$ cat config.mk
export PLATFORM = sky130hd
export DESIGN_NAME = pams_ctrl
export DESIGN_NICKNAME = d
export VERILOG_FILES = /design/src/sv/pams_pkg.sv /design/src/sv/pams_ctrl.sv
export SDC_FILE = /design/constraint.sdc
export NUM_CORES = 1
export LEC_CHECK = 0
export BUFFER_PORTS_ARGS = -buffer_cell sky130_fd_sc_hd__buf_2
export CORE_ASPECT_RATIO = 0.6
export CORE_MARGIN = 2
export CORE_UTILIZATION = 38
export DETAILED_ROUTE_END_ITERATION = 8
export GPL_TIMING_DRIVEN = 1
export MAX_ROUTING_LAYER = met4
export RECOVER_POWER = 25
export SETUP_SLACK_MARGIN = 0.2
export SLEW_MARGIN = 20
export SYNTH_ARGS = -nofsm -noshare
export SYNTH_HDL_FRONTEND = slang
export SYNTH_SLANG_ARGS = --single-unit
$ cat constraint.sdc
create_clock -name clk -period 6.75 [get_ports clk]
set_clock_uncertainty 0.1 [all_clocks]
set_input_delay 0.3375 -clock clk [delete_from_list [all_inputs] [get_ports clk]]
set_output_delay 0.3375 -clock clk [all_outputs]
set_load 0.03 [all_outputs]
$ cat src/sv/pams_pkg.sv
`default_nettype none
// ----------------------------------------------------------------------------
// pams_pkg: shared types and constants for the packed adjacency matrix store
// Item layouts, command and status groups, address mapping of the weight memory.
// ----------------------------------------------------------------------------
package pams_pkg;

    localparam int MAX_VERTICES = 64;
    localparam int MEM_WORDS    = MAX_VERTICES * MAX_VERTICES;
    localparam int IDX_W        = $clog2(MAX_VERTICES);
    localparam int ADDR_W       = $clog2(MEM_WORDS);
    localparam int CNT_W        = $clog2(MAX_VERTICES + 1);
    localparam int VID_W        = 7;
    localparam int W_W          = 32;
    localparam int DEG_W        = 6;

    // operation codes
    localparam logic [3:0] OP_ADD_VERT = 4'd0;
    localparam logic [3:0] OP_SET_VERT = 4'd1;
    localparam logic [3:0] OP_INS_EDGE = 4'd2;
    localparam logic [3:0] OP_SET_EDGE = 4'd3;
    localparam logic [3:0] OP_DEL_EDGE = 4'd4;
    localparam logic [3:0] OP_QRY_EDGE = 4'd5;
    localparam logic [3:0] OP_QRY_VERT = 4'd6;
    localparam logic [3:0] OP_DEGREE   = 4'd7;
    localparam logic [3:0] OP_NEIGHBOR = 4'd8;
    localparam logic [3:0] OP_DEL_VERT = 4'd9;

    // status codes
    localparam logic [1:0] ST_OK    = 2'd0;
    localparam logic [1:0] ST_FULL  = 2'd1;
    localparam logic [1:0] ST_RANGE = 2'd2;
    localparam logic [1:0] ST_SELF  = 2'd3;

    typedef struct packed {
        logic [3:0]       op;
        logic [VID_W-1:0] vert_a;
        logic [VID_W-1:0] vert_b;
        logic [W_W-1:0]   weight_in;
    } req_t;

    typedef struct packed {
        logic [W_W-1:0]   weight_out;
        logic             found;
        logic [DEG_W-1:0] degree_count;
        logic [VID_W-1:0] neighbor_id;
        logic [1:0]       status;
        logic             last;
    } rsp_t;

    typedef enum logic [1:0] {
        RES_STATUS,
        RES_EDGE,
        RES_VERT,
        RES_DEGREE
    } res_kind_t;

    typedef struct packed {
        logic             latch;
        logic             rd_en;
        logic [IDX_W-1:0] rd_row;
        logic [IDX_W-1:0] rd_col;
        logic             scan_rd;
        logic             scan_emit;
        logic             copy_rd;
        logic [IDX_W-1:0] cp_row;
        logic [IDX_W-1:0] cp_col;
        logic             wr_en;
        logic             wr_raw;
        logic             wr_zero;
        logic [IDX_W-1:0] wr_row;
        logic [IDX_W-1:0] wr_col;
        logic             cnt_clr;
        logic             vc_inc;
        logic             vc_dec;
        logic             res_en;
        res_kind_t        res_kind;
        logic [1:0]       res_status;
    } cmd_t;

    typedef struct packed {
        logic [3:0]       op;
        logic             a_ok;
        logic             b_ok;
        logic             ab_same;
        logic             full;
        logic             one_vert;
        logic             directed;
        logic             rd_zero;
        logic             nb_none;
        logic [IDX_W-1:0] a_idx;
        logic [IDX_W-1:0] b_idx;
        logic [IDX_W-1:0] vcnt_lo;
        logic [IDX_W-1:0] last_idx;
    } sts_t;

    // word address of entry (r,c): full square or packed lower triangle
    function automatic logic [ADDR_W-1:0] slot(input logic dir,
                                               input logic [IDX_W-1:0] r,
                                               input logic [IDX_W-1:0] c);
        logic [IDX_W-1:0]   hi;
        logic [IDX_W-1:0]   lo;
        logic [2*IDX_W:0]   prod;
        hi = (r < c) ? c : r;
        lo = (r < c) ? r : c;
        prod = (2*IDX_W+1)'(hi) * ((2*IDX_W+1)'(hi) + (2*IDX_W+1)'(1));
        if (dir)
            return ADDR_W'(ADDR_W'(r) * ADDR_W'(MAX_VERTICES) + ADDR_W'(c));
        else
            return ADDR_W'((prod >> 1) + (2*IDX_W+1)'(lo));
    endfunction

endpackage
`default_nettype wire

$ cat src/sv/pams_ctrl.sv
`default_nettype none
// ----------------------------------------------------------------------------
// pams_ctrl: sequencer of the adjacency matrix store
// Decodes the item, walks rows and columns, issues memory and result commands.
// ----------------------------------------------------------------------------
module pams_ctrl (
    input  wire logic            clk,
    input  wire logic            rst_n,
    input  wire logic            start,
    input  wire pams_pkg::sts_t  sts,
    output logic                 busy,
    output pams_pkg::cmd_t       cmd
);

    typedef enum logic [3:0] {
        S_CLEAR,
        S_IDLE,
        S_DECODE,
        S_INS_CHK,
        S_Q_EDGE,
        S_Q_VERT,
        S_SCAN,
        S_SCAN_DRAIN,
        S_DEG_OUT,
        S_NB_SCAN,
        S_NB_DRAIN,
        S_NB_TAIL,
        S_DEL_COPY,
        S_DEL_DRAIN,
        S_DEL_CLR
    } state_t;

    state_t                      state_reg, state_next;
    logic [pams_pkg::IDX_W-1:0]  row_reg, row_next;
    logic [pams_pkg::IDX_W-1:0]  col_reg, col_next;
    logic                        ph_reg, ph_next;
    logic [pams_pkg::IDX_W-1:0]  src_row;
    logic [pams_pkg::IDX_W-1:0]  src_col;
    logic [pams_pkg::IDX_W-1:0]  col_end;
    logic [pams_pkg::IDX_W-1:0]  row_end;

    // rows/cols at or above the deleted vertex shift down by one
    assign src_row = (row_reg >= sts.a_idx) ? row_reg + pams_pkg::IDX_W'(1) : row_reg;
    assign src_col = (col_reg >= sts.a_idx) ? col_reg + pams_pkg::IDX_W'(1) : col_reg;
    assign row_end = sts.last_idx - pams_pkg::IDX_W'(1);
    assign col_end = sts.directed ? row_end : row_reg;

    always_comb
    begin
        cmd        = '0;
        state_next = state_reg;
        row_next   = row_reg;
        col_next   = col_reg;
        ph_next    = ph_reg;
        unique case (state_reg)
            S_CLEAR:
            begin
                cmd.wr_en  = 1'b1;
                cmd.wr_raw = 1'b1;
                cmd.wr_zero = 1'b1;
                cmd.wr_row = row_reg;
                cmd.wr_col = col_reg;
                {row_next, col_next} = {row_reg, col_reg} + (2*pams_pkg::IDX_W)'(1);
                if ((row_reg == '1) && (col_reg == '1))
                begin
                    state_next = S_IDLE;
                end
            end
            S_IDLE:
            begin
                if (start)
                begin
                    cmd.latch  = 1'b1;
                    state_next = S_DECODE;
                end
            end
            S_DECODE:
            begin
                state_next = S_IDLE;
                cmd.res_kind = pams_pkg::RES_STATUS;
                cmd.res_status = pams_pkg::ST_OK;
                priority if (sts.op > pams_pkg::OP_DEL_VERT)
                begin
                    cmd.res_en = 1'b1;
                end
                else if (sts.op == pams_pkg::OP_ADD_VERT)
                begin
                    cmd.res_en = 1'b1;
                    if (sts.full)
                    begin
                        cmd.res_status = pams_pkg::ST_FULL;
                    end
                    else
                    begin
                        cmd.wr_en  = 1'b1;
                        cmd.wr_row = sts.vcnt_lo;
                        cmd.wr_col = sts.vcnt_lo;
                        cmd.vc_inc = 1'b1;
                    end
                end
                else if (!sts.a_ok || (!sts.b_ok && (sts.op >= pams_pkg::OP_INS_EDGE)
                                       && (sts.op <= pams_pkg::OP_QRY_EDGE)))
                begin
                    cmd.res_en     = 1'b1;
                    cmd.res_status = pams_pkg::ST_RANGE;
                end
                else if (sts.op == pams_pkg::OP_SET_VERT)
                begin
                    cmd.res_en = 1'b1;
                    cmd.wr_en  = 1'b1;
                    cmd.wr_row = sts.a_idx;
                    cmd.wr_col = sts.a_idx;
                end
                else if ((sts.op == pams_pkg::OP_SET_EDGE) || (sts.op == pams_pkg::OP_DEL_EDGE))
                begin
                    cmd.res_en = 1'b1;
                    if (sts.ab_same)
                    begin
                        cmd.res_status = pams_pkg::ST_SELF;
                    end
                    else
                    begin
                        cmd.wr_en   = 1'b1;
                        cmd.wr_zero = (sts.op == pams_pkg::OP_DEL_EDGE);
                        cmd.wr_row  = sts.a_idx;
                        cmd.wr_col  = sts.b_idx;
                    end
                end
                else if ((sts.op == pams_pkg::OP_INS_EDGE) || (sts.op == pams_pkg::OP_QRY_EDGE))
                begin
                    cmd.rd_en  = 1'b1;
                    cmd.rd_row = sts.a_idx;
                    cmd.rd_col = sts.b_idx;
                    state_next = (sts.op == pams_pkg::OP_INS_EDGE) ? S_INS_CHK : S_Q_EDGE;
                end
                else if (sts.op == pams_pkg::OP_QRY_VERT)
                begin
                    cmd.rd_en  = 1'b1;
                    cmd.rd_row = sts.a_idx;
                    cmd.rd_col = sts.a_idx;
                    state_next = S_Q_VERT;
                end
                else if ((sts.op == pams_pkg::OP_DEGREE) || (sts.op == pams_pkg::OP_NEIGHBOR))
                begin
                    cmd.cnt_clr = 1'b1;
                    col_next    = '0;
                    state_next  = S_SCAN;
                end
                else
                begin
                    row_next = '0;
                    col_next = '0;
                    ph_next  = 1'b0;
                    state_next = sts.one_vert ? S_DEL_CLR : S_DEL_COPY;
                end
            end
            S_INS_CHK:
            begin
                cmd.res_en   = 1'b1;
                cmd.res_kind = pams_pkg::RES_STATUS;
                cmd.res_status = pams_pkg::ST_OK;
                cmd.wr_en    = sts.rd_zero;
                cmd.wr_row   = sts.a_idx;
                cmd.wr_col   = sts.b_idx;
                state_next   = S_IDLE;
            end
            S_Q_EDGE:
            begin
                cmd.res_en   = 1'b1;
                cmd.res_kind = pams_pkg::RES_EDGE;
                state_next   = S_IDLE;
            end
            S_Q_VERT:
            begin
                cmd.res_en   = 1'b1;
                cmd.res_kind = pams_pkg::RES_VERT;
                state_next   = S_IDLE;
            end
            S_SCAN:
            begin
                cmd.rd_en   = 1'b1;
                cmd.scan_rd = 1'b1;
                cmd.rd_row  = sts.a_idx;
                cmd.rd_col  = col_reg;
                col_next    = col_reg + pams_pkg::IDX_W'(1);
                if (col_reg == sts.last_idx)
                begin
                    state_next = S_SCAN_DRAIN;
                end
            end
            S_SCAN_DRAIN:
            begin
                col_next   = '0;
                state_next = (sts.op == pams_pkg::OP_NEIGHBOR) ? S_NB_SCAN : S_DEG_OUT;
            end
            S_DEG_OUT:
            begin
                cmd.res_en   = 1'b1;
                cmd.res_kind = pams_pkg::RES_DEGREE;
                state_next   = S_IDLE;
            end
            S_NB_SCAN:
            begin
                cmd.rd_en     = 1'b1;
                cmd.scan_rd   = 1'b1;
                cmd.scan_emit = 1'b1;
                cmd.rd_row    = sts.a_idx;
                cmd.rd_col    = col_reg;
                col_next      = col_reg + pams_pkg::IDX_W'(1);
                if (col_reg == sts.last_idx)
                begin
                    state_next = S_NB_DRAIN;
                end
            end
            S_NB_DRAIN:
            begin
                state_next = S_NB_TAIL;
            end
            S_NB_TAIL:
            begin
                cmd.res_en   = sts.nb_none;
                cmd.res_kind = pams_pkg::RES_DEGREE;
                state_next   = S_IDLE;
            end
            S_DEL_COPY:
            begin
                cmd.rd_en   = 1'b1;
                cmd.copy_rd = 1'b1;
                cmd.rd_row  = src_row;
                cmd.rd_col  = src_col;
                cmd.cp_row  = row_reg;
                cmd.cp_col  = col_reg;
                if (col_reg == col_end)
                begin
                    col_next = '0;
                    row_next = row_reg + pams_pkg::IDX_W'(1);
                    if (row_reg == row_end)
                    begin
                        state_next = S_DEL_DRAIN;
                    end
                end
                else
                begin
                    col_next = col_reg + pams_pkg::IDX_W'(1);
                end
            end
            S_DEL_DRAIN:
            begin
                row_next   = '0;
                ph_next    = 1'b0;
                state_next = S_DEL_CLR;
            end
            S_DEL_CLR:
            begin
                cmd.wr_en   = 1'b1;
                cmd.wr_zero = 1'b1;
                cmd.wr_row  = ph_reg ? row_reg : sts.last_idx;
                cmd.wr_col  = ph_reg ? sts.last_idx : row_reg;
                ph_next     = !ph_reg;
                if (ph_reg)
                begin
                    row_next = row_reg + pams_pkg::IDX_W'(1);
                    if (row_reg == sts.last_idx)
                    begin
                        cmd.vc_dec     = 1'b1;
                        cmd.res_en     = 1'b1;
                        cmd.res_kind   = pams_pkg::RES_STATUS;
                        cmd.res_status = pams_pkg::ST_OK;
                        state_next     = S_IDLE;
                    end
                end
            end
            default:
            begin
                state_next = S_IDLE;
            end
        endcase
    end

    always_ff @(posedge clk or negedge rst_n)
    begin
        if (!rst_n)
        begin
            state_reg <= S_CLEAR;
            row_reg   <= '0;
            col_reg   <= '0;
            ph_reg    <= 1'b0;
        end
        else
        begin
            state_reg <= state_next;
            row_reg   <= row_next;
            col_reg   <= col_next;
            ph_reg    <= ph_next;
        end
    end

    assign busy = (state_reg != S_IDLE);

endmodule
`default_nettype wire

Word-level counts from Yosys, hierarchy flattened
Index checks and enable logic that the tools add are counted.
Cells by class
  add/subtract/negate cells: 4
  $mul: 0
  divide/modulo/power cells: 0
  magnitude comparators: 5
  equality and inequality tests: 45
  shift operators: 0
  multiplexer cells: 112
  bitwise logic cells: 0
  reduce and logical (&&, ||, !) cells: 21
Operators by type and width (number)
  two-way mux 6 bit: 25
  two-way mux 13 bit: 10
  two-way mux 4 bit: 16
  case mux 6 bit (5 select lines): 2
  case mux 12 bit (4 select lines): 1
  case mux 4 bit (10 select lines): 1
  case mux 13 bit (3 select lines): 1
  two-way mux 1 bit: 37
  two-way mux 12 bit: 3
  == test 4 x 3 -> 1 bit (second input constant): 8
  == test 4 bit (second input constant): 8
  != test 2 bit (second input constant): 16
  == test 6 bit: 4
  case mux 3 bit (7 select lines): 1
  == test 4 x 2 -> 1 bit (second input constant): 4
  two-way mux 2 bit: 8
  AND reduction 8 bit: 2
  two-way mux 15 bit: 1
  two-way mux 14 bit: 1
  adder 12 x 1 -> 12 bit (second input constant): 1
  adder 6 x 1 -> 6 bit (second input constant): 2
  == test 6 bit (second input constant): 2
  greater-or-equal comparator 6 bit: 2
  AND reduction 11 bit: 1
  other kinds (18): 30
Word-level totals
  register bits: 17
  latch bits: 0
  memory bits (writable): 0
  memory bits (read-only): 0
  bits of input ports: 39
  output and inout port bits: 53
  word-level logic and storage cells: 191
  memories kept: 0

Logic depth before layout (Yosys ltp)
  depth in word-level cells: 11
  gate-level depth with buffers: 11
  mapped depth without buffers: 9

Least setup slack after synthesis
OpenSTA, ideal clock, no wires.
  path kind: input port to output port
  start: input sts[34] in the netlist's numbering
  end: output cmd[12] in the netlist's numbering
  data arrival time: 2.883 ns
  required time: 6.312 ns
  path slack: 3.430 ns
  cell stages on the path: 5
  buffers on the path: 2
  cells stage by stage: clkbuf_1 clkbuf_1 nor4b_1 a22oi_1 o311ai_0
RTL lines
  from (decl): line pams_ctrl.sv:10  | input wire pams_pkg::sts_t sts,
  to (decl): line pams_ctrl.sv:12  | output pams_pkg::cmd_t cmd

==> impl_metrics.toml <==
[setup_path]
worstReg2RegStart = "state_reg[0]"
crit_start = "state_reg[2]"
end_kind = "output port"
cp-start-kind = "flop"
crit_end = "cmd[18]"
path_max_fanout = 18
worstPathArrival_ns = 3.21
r2r_cells = 7
rr_endpoint = "col_reg[5]"
crit_type = "flop to output port"
critPathRequiredTime_ns = 6.31
r2r_slack_ns = 3.44

[cts]
cts.clk_slew.worst_paths_ns = 0.06
cts_buffers = 3
clock-sinks = 17
cts_max_level = 1
cts-resized-gates = 0
clockRootBuffer = "clkbuf_16"
tritoncts = "built"
clk_path_buf_depth = 2
clock_latency_ns = 0.25

[sta]
hold-worst-slack_ns = 0.614
worst_slew_pin_slew_ns = 1.03
finalCriticalPeriod_ns = 3.65
final_hold_viol_count = 0
max_freq_mhz = 274
report.final.slew_viol_count = 0
slew-limit-headroom_pct = 30.7
timing.final.crit_share_pct = 54.0
rsz0062_at_grt = "false"
fin_tns_setup_ns = 0
setup_violations = 0

[grt]
grt_pass1_vias = 3866
grtUsageMet3_pct = 7.33
top_usage_layer = "met1"
use_met1_pct = 44.3
grtUsageTotal_pct = 28.6
grt_max_degree = 27
grt_pass1_wl_mm = 21.6
gr-total-overflow = 0
grtUsageMet2_pct = 36.8
antenna_found_initial = 0

[floorplan]
num_rows = 26
die_w_um = 126
core_sq_um = 8590
ios = 92
start_util_pct = 39.6
dieArea_sq_um = 9750
die_h_um = 77.3

[logic_synthesis]
ys_seq_area_share_pct = 12.5
yosysTopAreaCell = "dfrtp_1"
synth_cells = 510
syn_nets = 564
synth_top_area_share_pct = 12.5
synth_top_flop_cell = "dfrtp_1"
synthTopCellsByArea = "dfrtp_1 (13%), nor2_1 (6.5%), nand2_1 (6.4%)"
async_reset_ff_share_pct = 100
synth_edf_count = 0
synth_cell_types = 68
avgSynthCellArea_sq_um = 6.67
syn_area_sq_um = 3400
ys_warn_count = 0
synth_seq_cells = 17

[worst_hold_path]
hp-class = "input pin to flop"
min_from = "sts[31]"

[power_and_ir_drop]
total_power_mw = 1.18
irDropWorstVdd_v = 0.000120
p_leak_nw = 1.74
power_density_nw_per_um2 = 303

[layout]
area_growth_pct = 14.5
final_nets = 625
mostFrequentLayoutCell = "buf_2"
filler_cell_count = 933
final_cell_mix = "buf_2 (86), nor2_1 (59), nand2_1 (58)"
antenna_cells = 0
drive_gt1_share_pct = 18.4

[placed_design]
io_buffers = 91
hpwl_mm = 10.8
gp_congestion = 0.938

[drt]
drc = 0
routed_wl_mm = 13.8
first_pass_iters = 6
vias = 4234
antenna_left = 0
vias_per_cell = 6.21
detail_route.wl_per_cell_um = 20.3
drtIter0Drc = 526

[flow_run]
max-cap-violations = 0

[status]
run_status = "completed"
==> cell usage after synthesis, types with 3 or more instances <==
cell	instances
o21ai_0	38
and3_1	7
nor3b_1	3
o21a_1	5
nor3_1	17
a211o_1	3
nand3b_1	6
nand2_1	58
nor2_1	59
a21oi_1	41
buf_4	5
a22oi_1	12
or2_2	3
mux2_2	3
a222oi_1	9
nand2b_1	14
or3_1	3
nor2b_1	8
inv_1	24
nand4_1	4
a211oi_1	3
nand3_1	14
clkbuf_1	24
a22o_1	9
ha_1	15
o31ai_1	7
buf_6	4
o211ai_1	7
dfrtp_1	17
xnor2_1	22
o31a_1	3
o22ai_1	5
a31oi_1	12
mux2i_1	5
==> layer usage <==
layer | wire [um] | vias to the layer above | share of wire, %
met1 | 6560 | 1928 | 47
li1 | - | 1995 | -
met5 | 0 | - | 0
met4 | 164 | 0 | 1.2
met2 | 5120 | 293 | 37
met3 | 1990 | 18 | 14
==> through the flow <==
stage	setup slack, ns	instances	cell area, sq um	util [%]
3_3_place_gp	3.41	677	3800	44.3
6_report	3.10	682	3890	45.3
3_5_place_dp	3.39	677	3800	44.3
5_1_grt	2.83	682	3890	45.3
4_1_cts	3.19	682	3890	45.4
2_1_floorplan	3.43	510	3400	-
==> critical path, cell delays in order (launching register included) <==
cell and delay, ns:
dfrtp_1 0.57, or2_2 0.46, nor2_1 0.24, nand2_1 0.24
nor3_1 0.85, a222oi_1 0.28, nand2_1 0.11, buf_2 0.20
==> power breakdown <==
group | total, mW | internal, mW | leakage, nW | switching, mW
logic | 0.797 | 0.279 | 1.48 | 0.519
registers | 0.260 | 0.129 | 0.219 | 0.130
clock network | 0.124 | 0.0795 | 0.0409 | 0.0447
==> area by class of cell <==
type | instances | area, sq um | share of cell area (%)
clock inverters | 1 | 5.00 | 0.129
clock buffers | 3 | 75.1 | 1.93
flip-flops and latches | 17 | 425 | 10.9
repair buffers | 93 | 467 | 12.0
inverters | 25 | 93.8 | 2.41
well taps | 112 | 140 | 3.60
multi-input cells | 431 | 2690 | 69.0
==> worst min path at each step <==
| stage | end | slack, ns | cells after the start |
|---|---|---|---|
| 2_1_floorplan | col_reg[0] | -0.06 | 0 |
| 5_1_grt | ph_reg | 0.67 | 5 |
| 6_report | ph_reg | 0.61 | 5 |
| 3_3_place_gp | state_reg[3] | 0.19 | 1 |
| 4_1_cts | state_reg[3] | 0.48 | 2 |
| 3_5_place_dp | state_reg[3] | 0.20 | 1 |
==> cells by family after synthesis <==
group	share of synthesized area (%)
AND/OR/NAND/NOR	30.0
AO/OA/AOI/OAI	34.6
buffers and inverters	8.64
XOR/XNOR	6.18
flip-flops	12.5
adder cells (fa/ha/maj)	5.52
multiplexers	2.46
==> repair_timing <==
| item | CTS | global route |
|---|---|---|
| hold endpoints to repair | 17 | 0 |
| setup buffers | 0 | 0 |
| hold buffers | 1 | 0 |
Power figures use the tool's default switching activity.
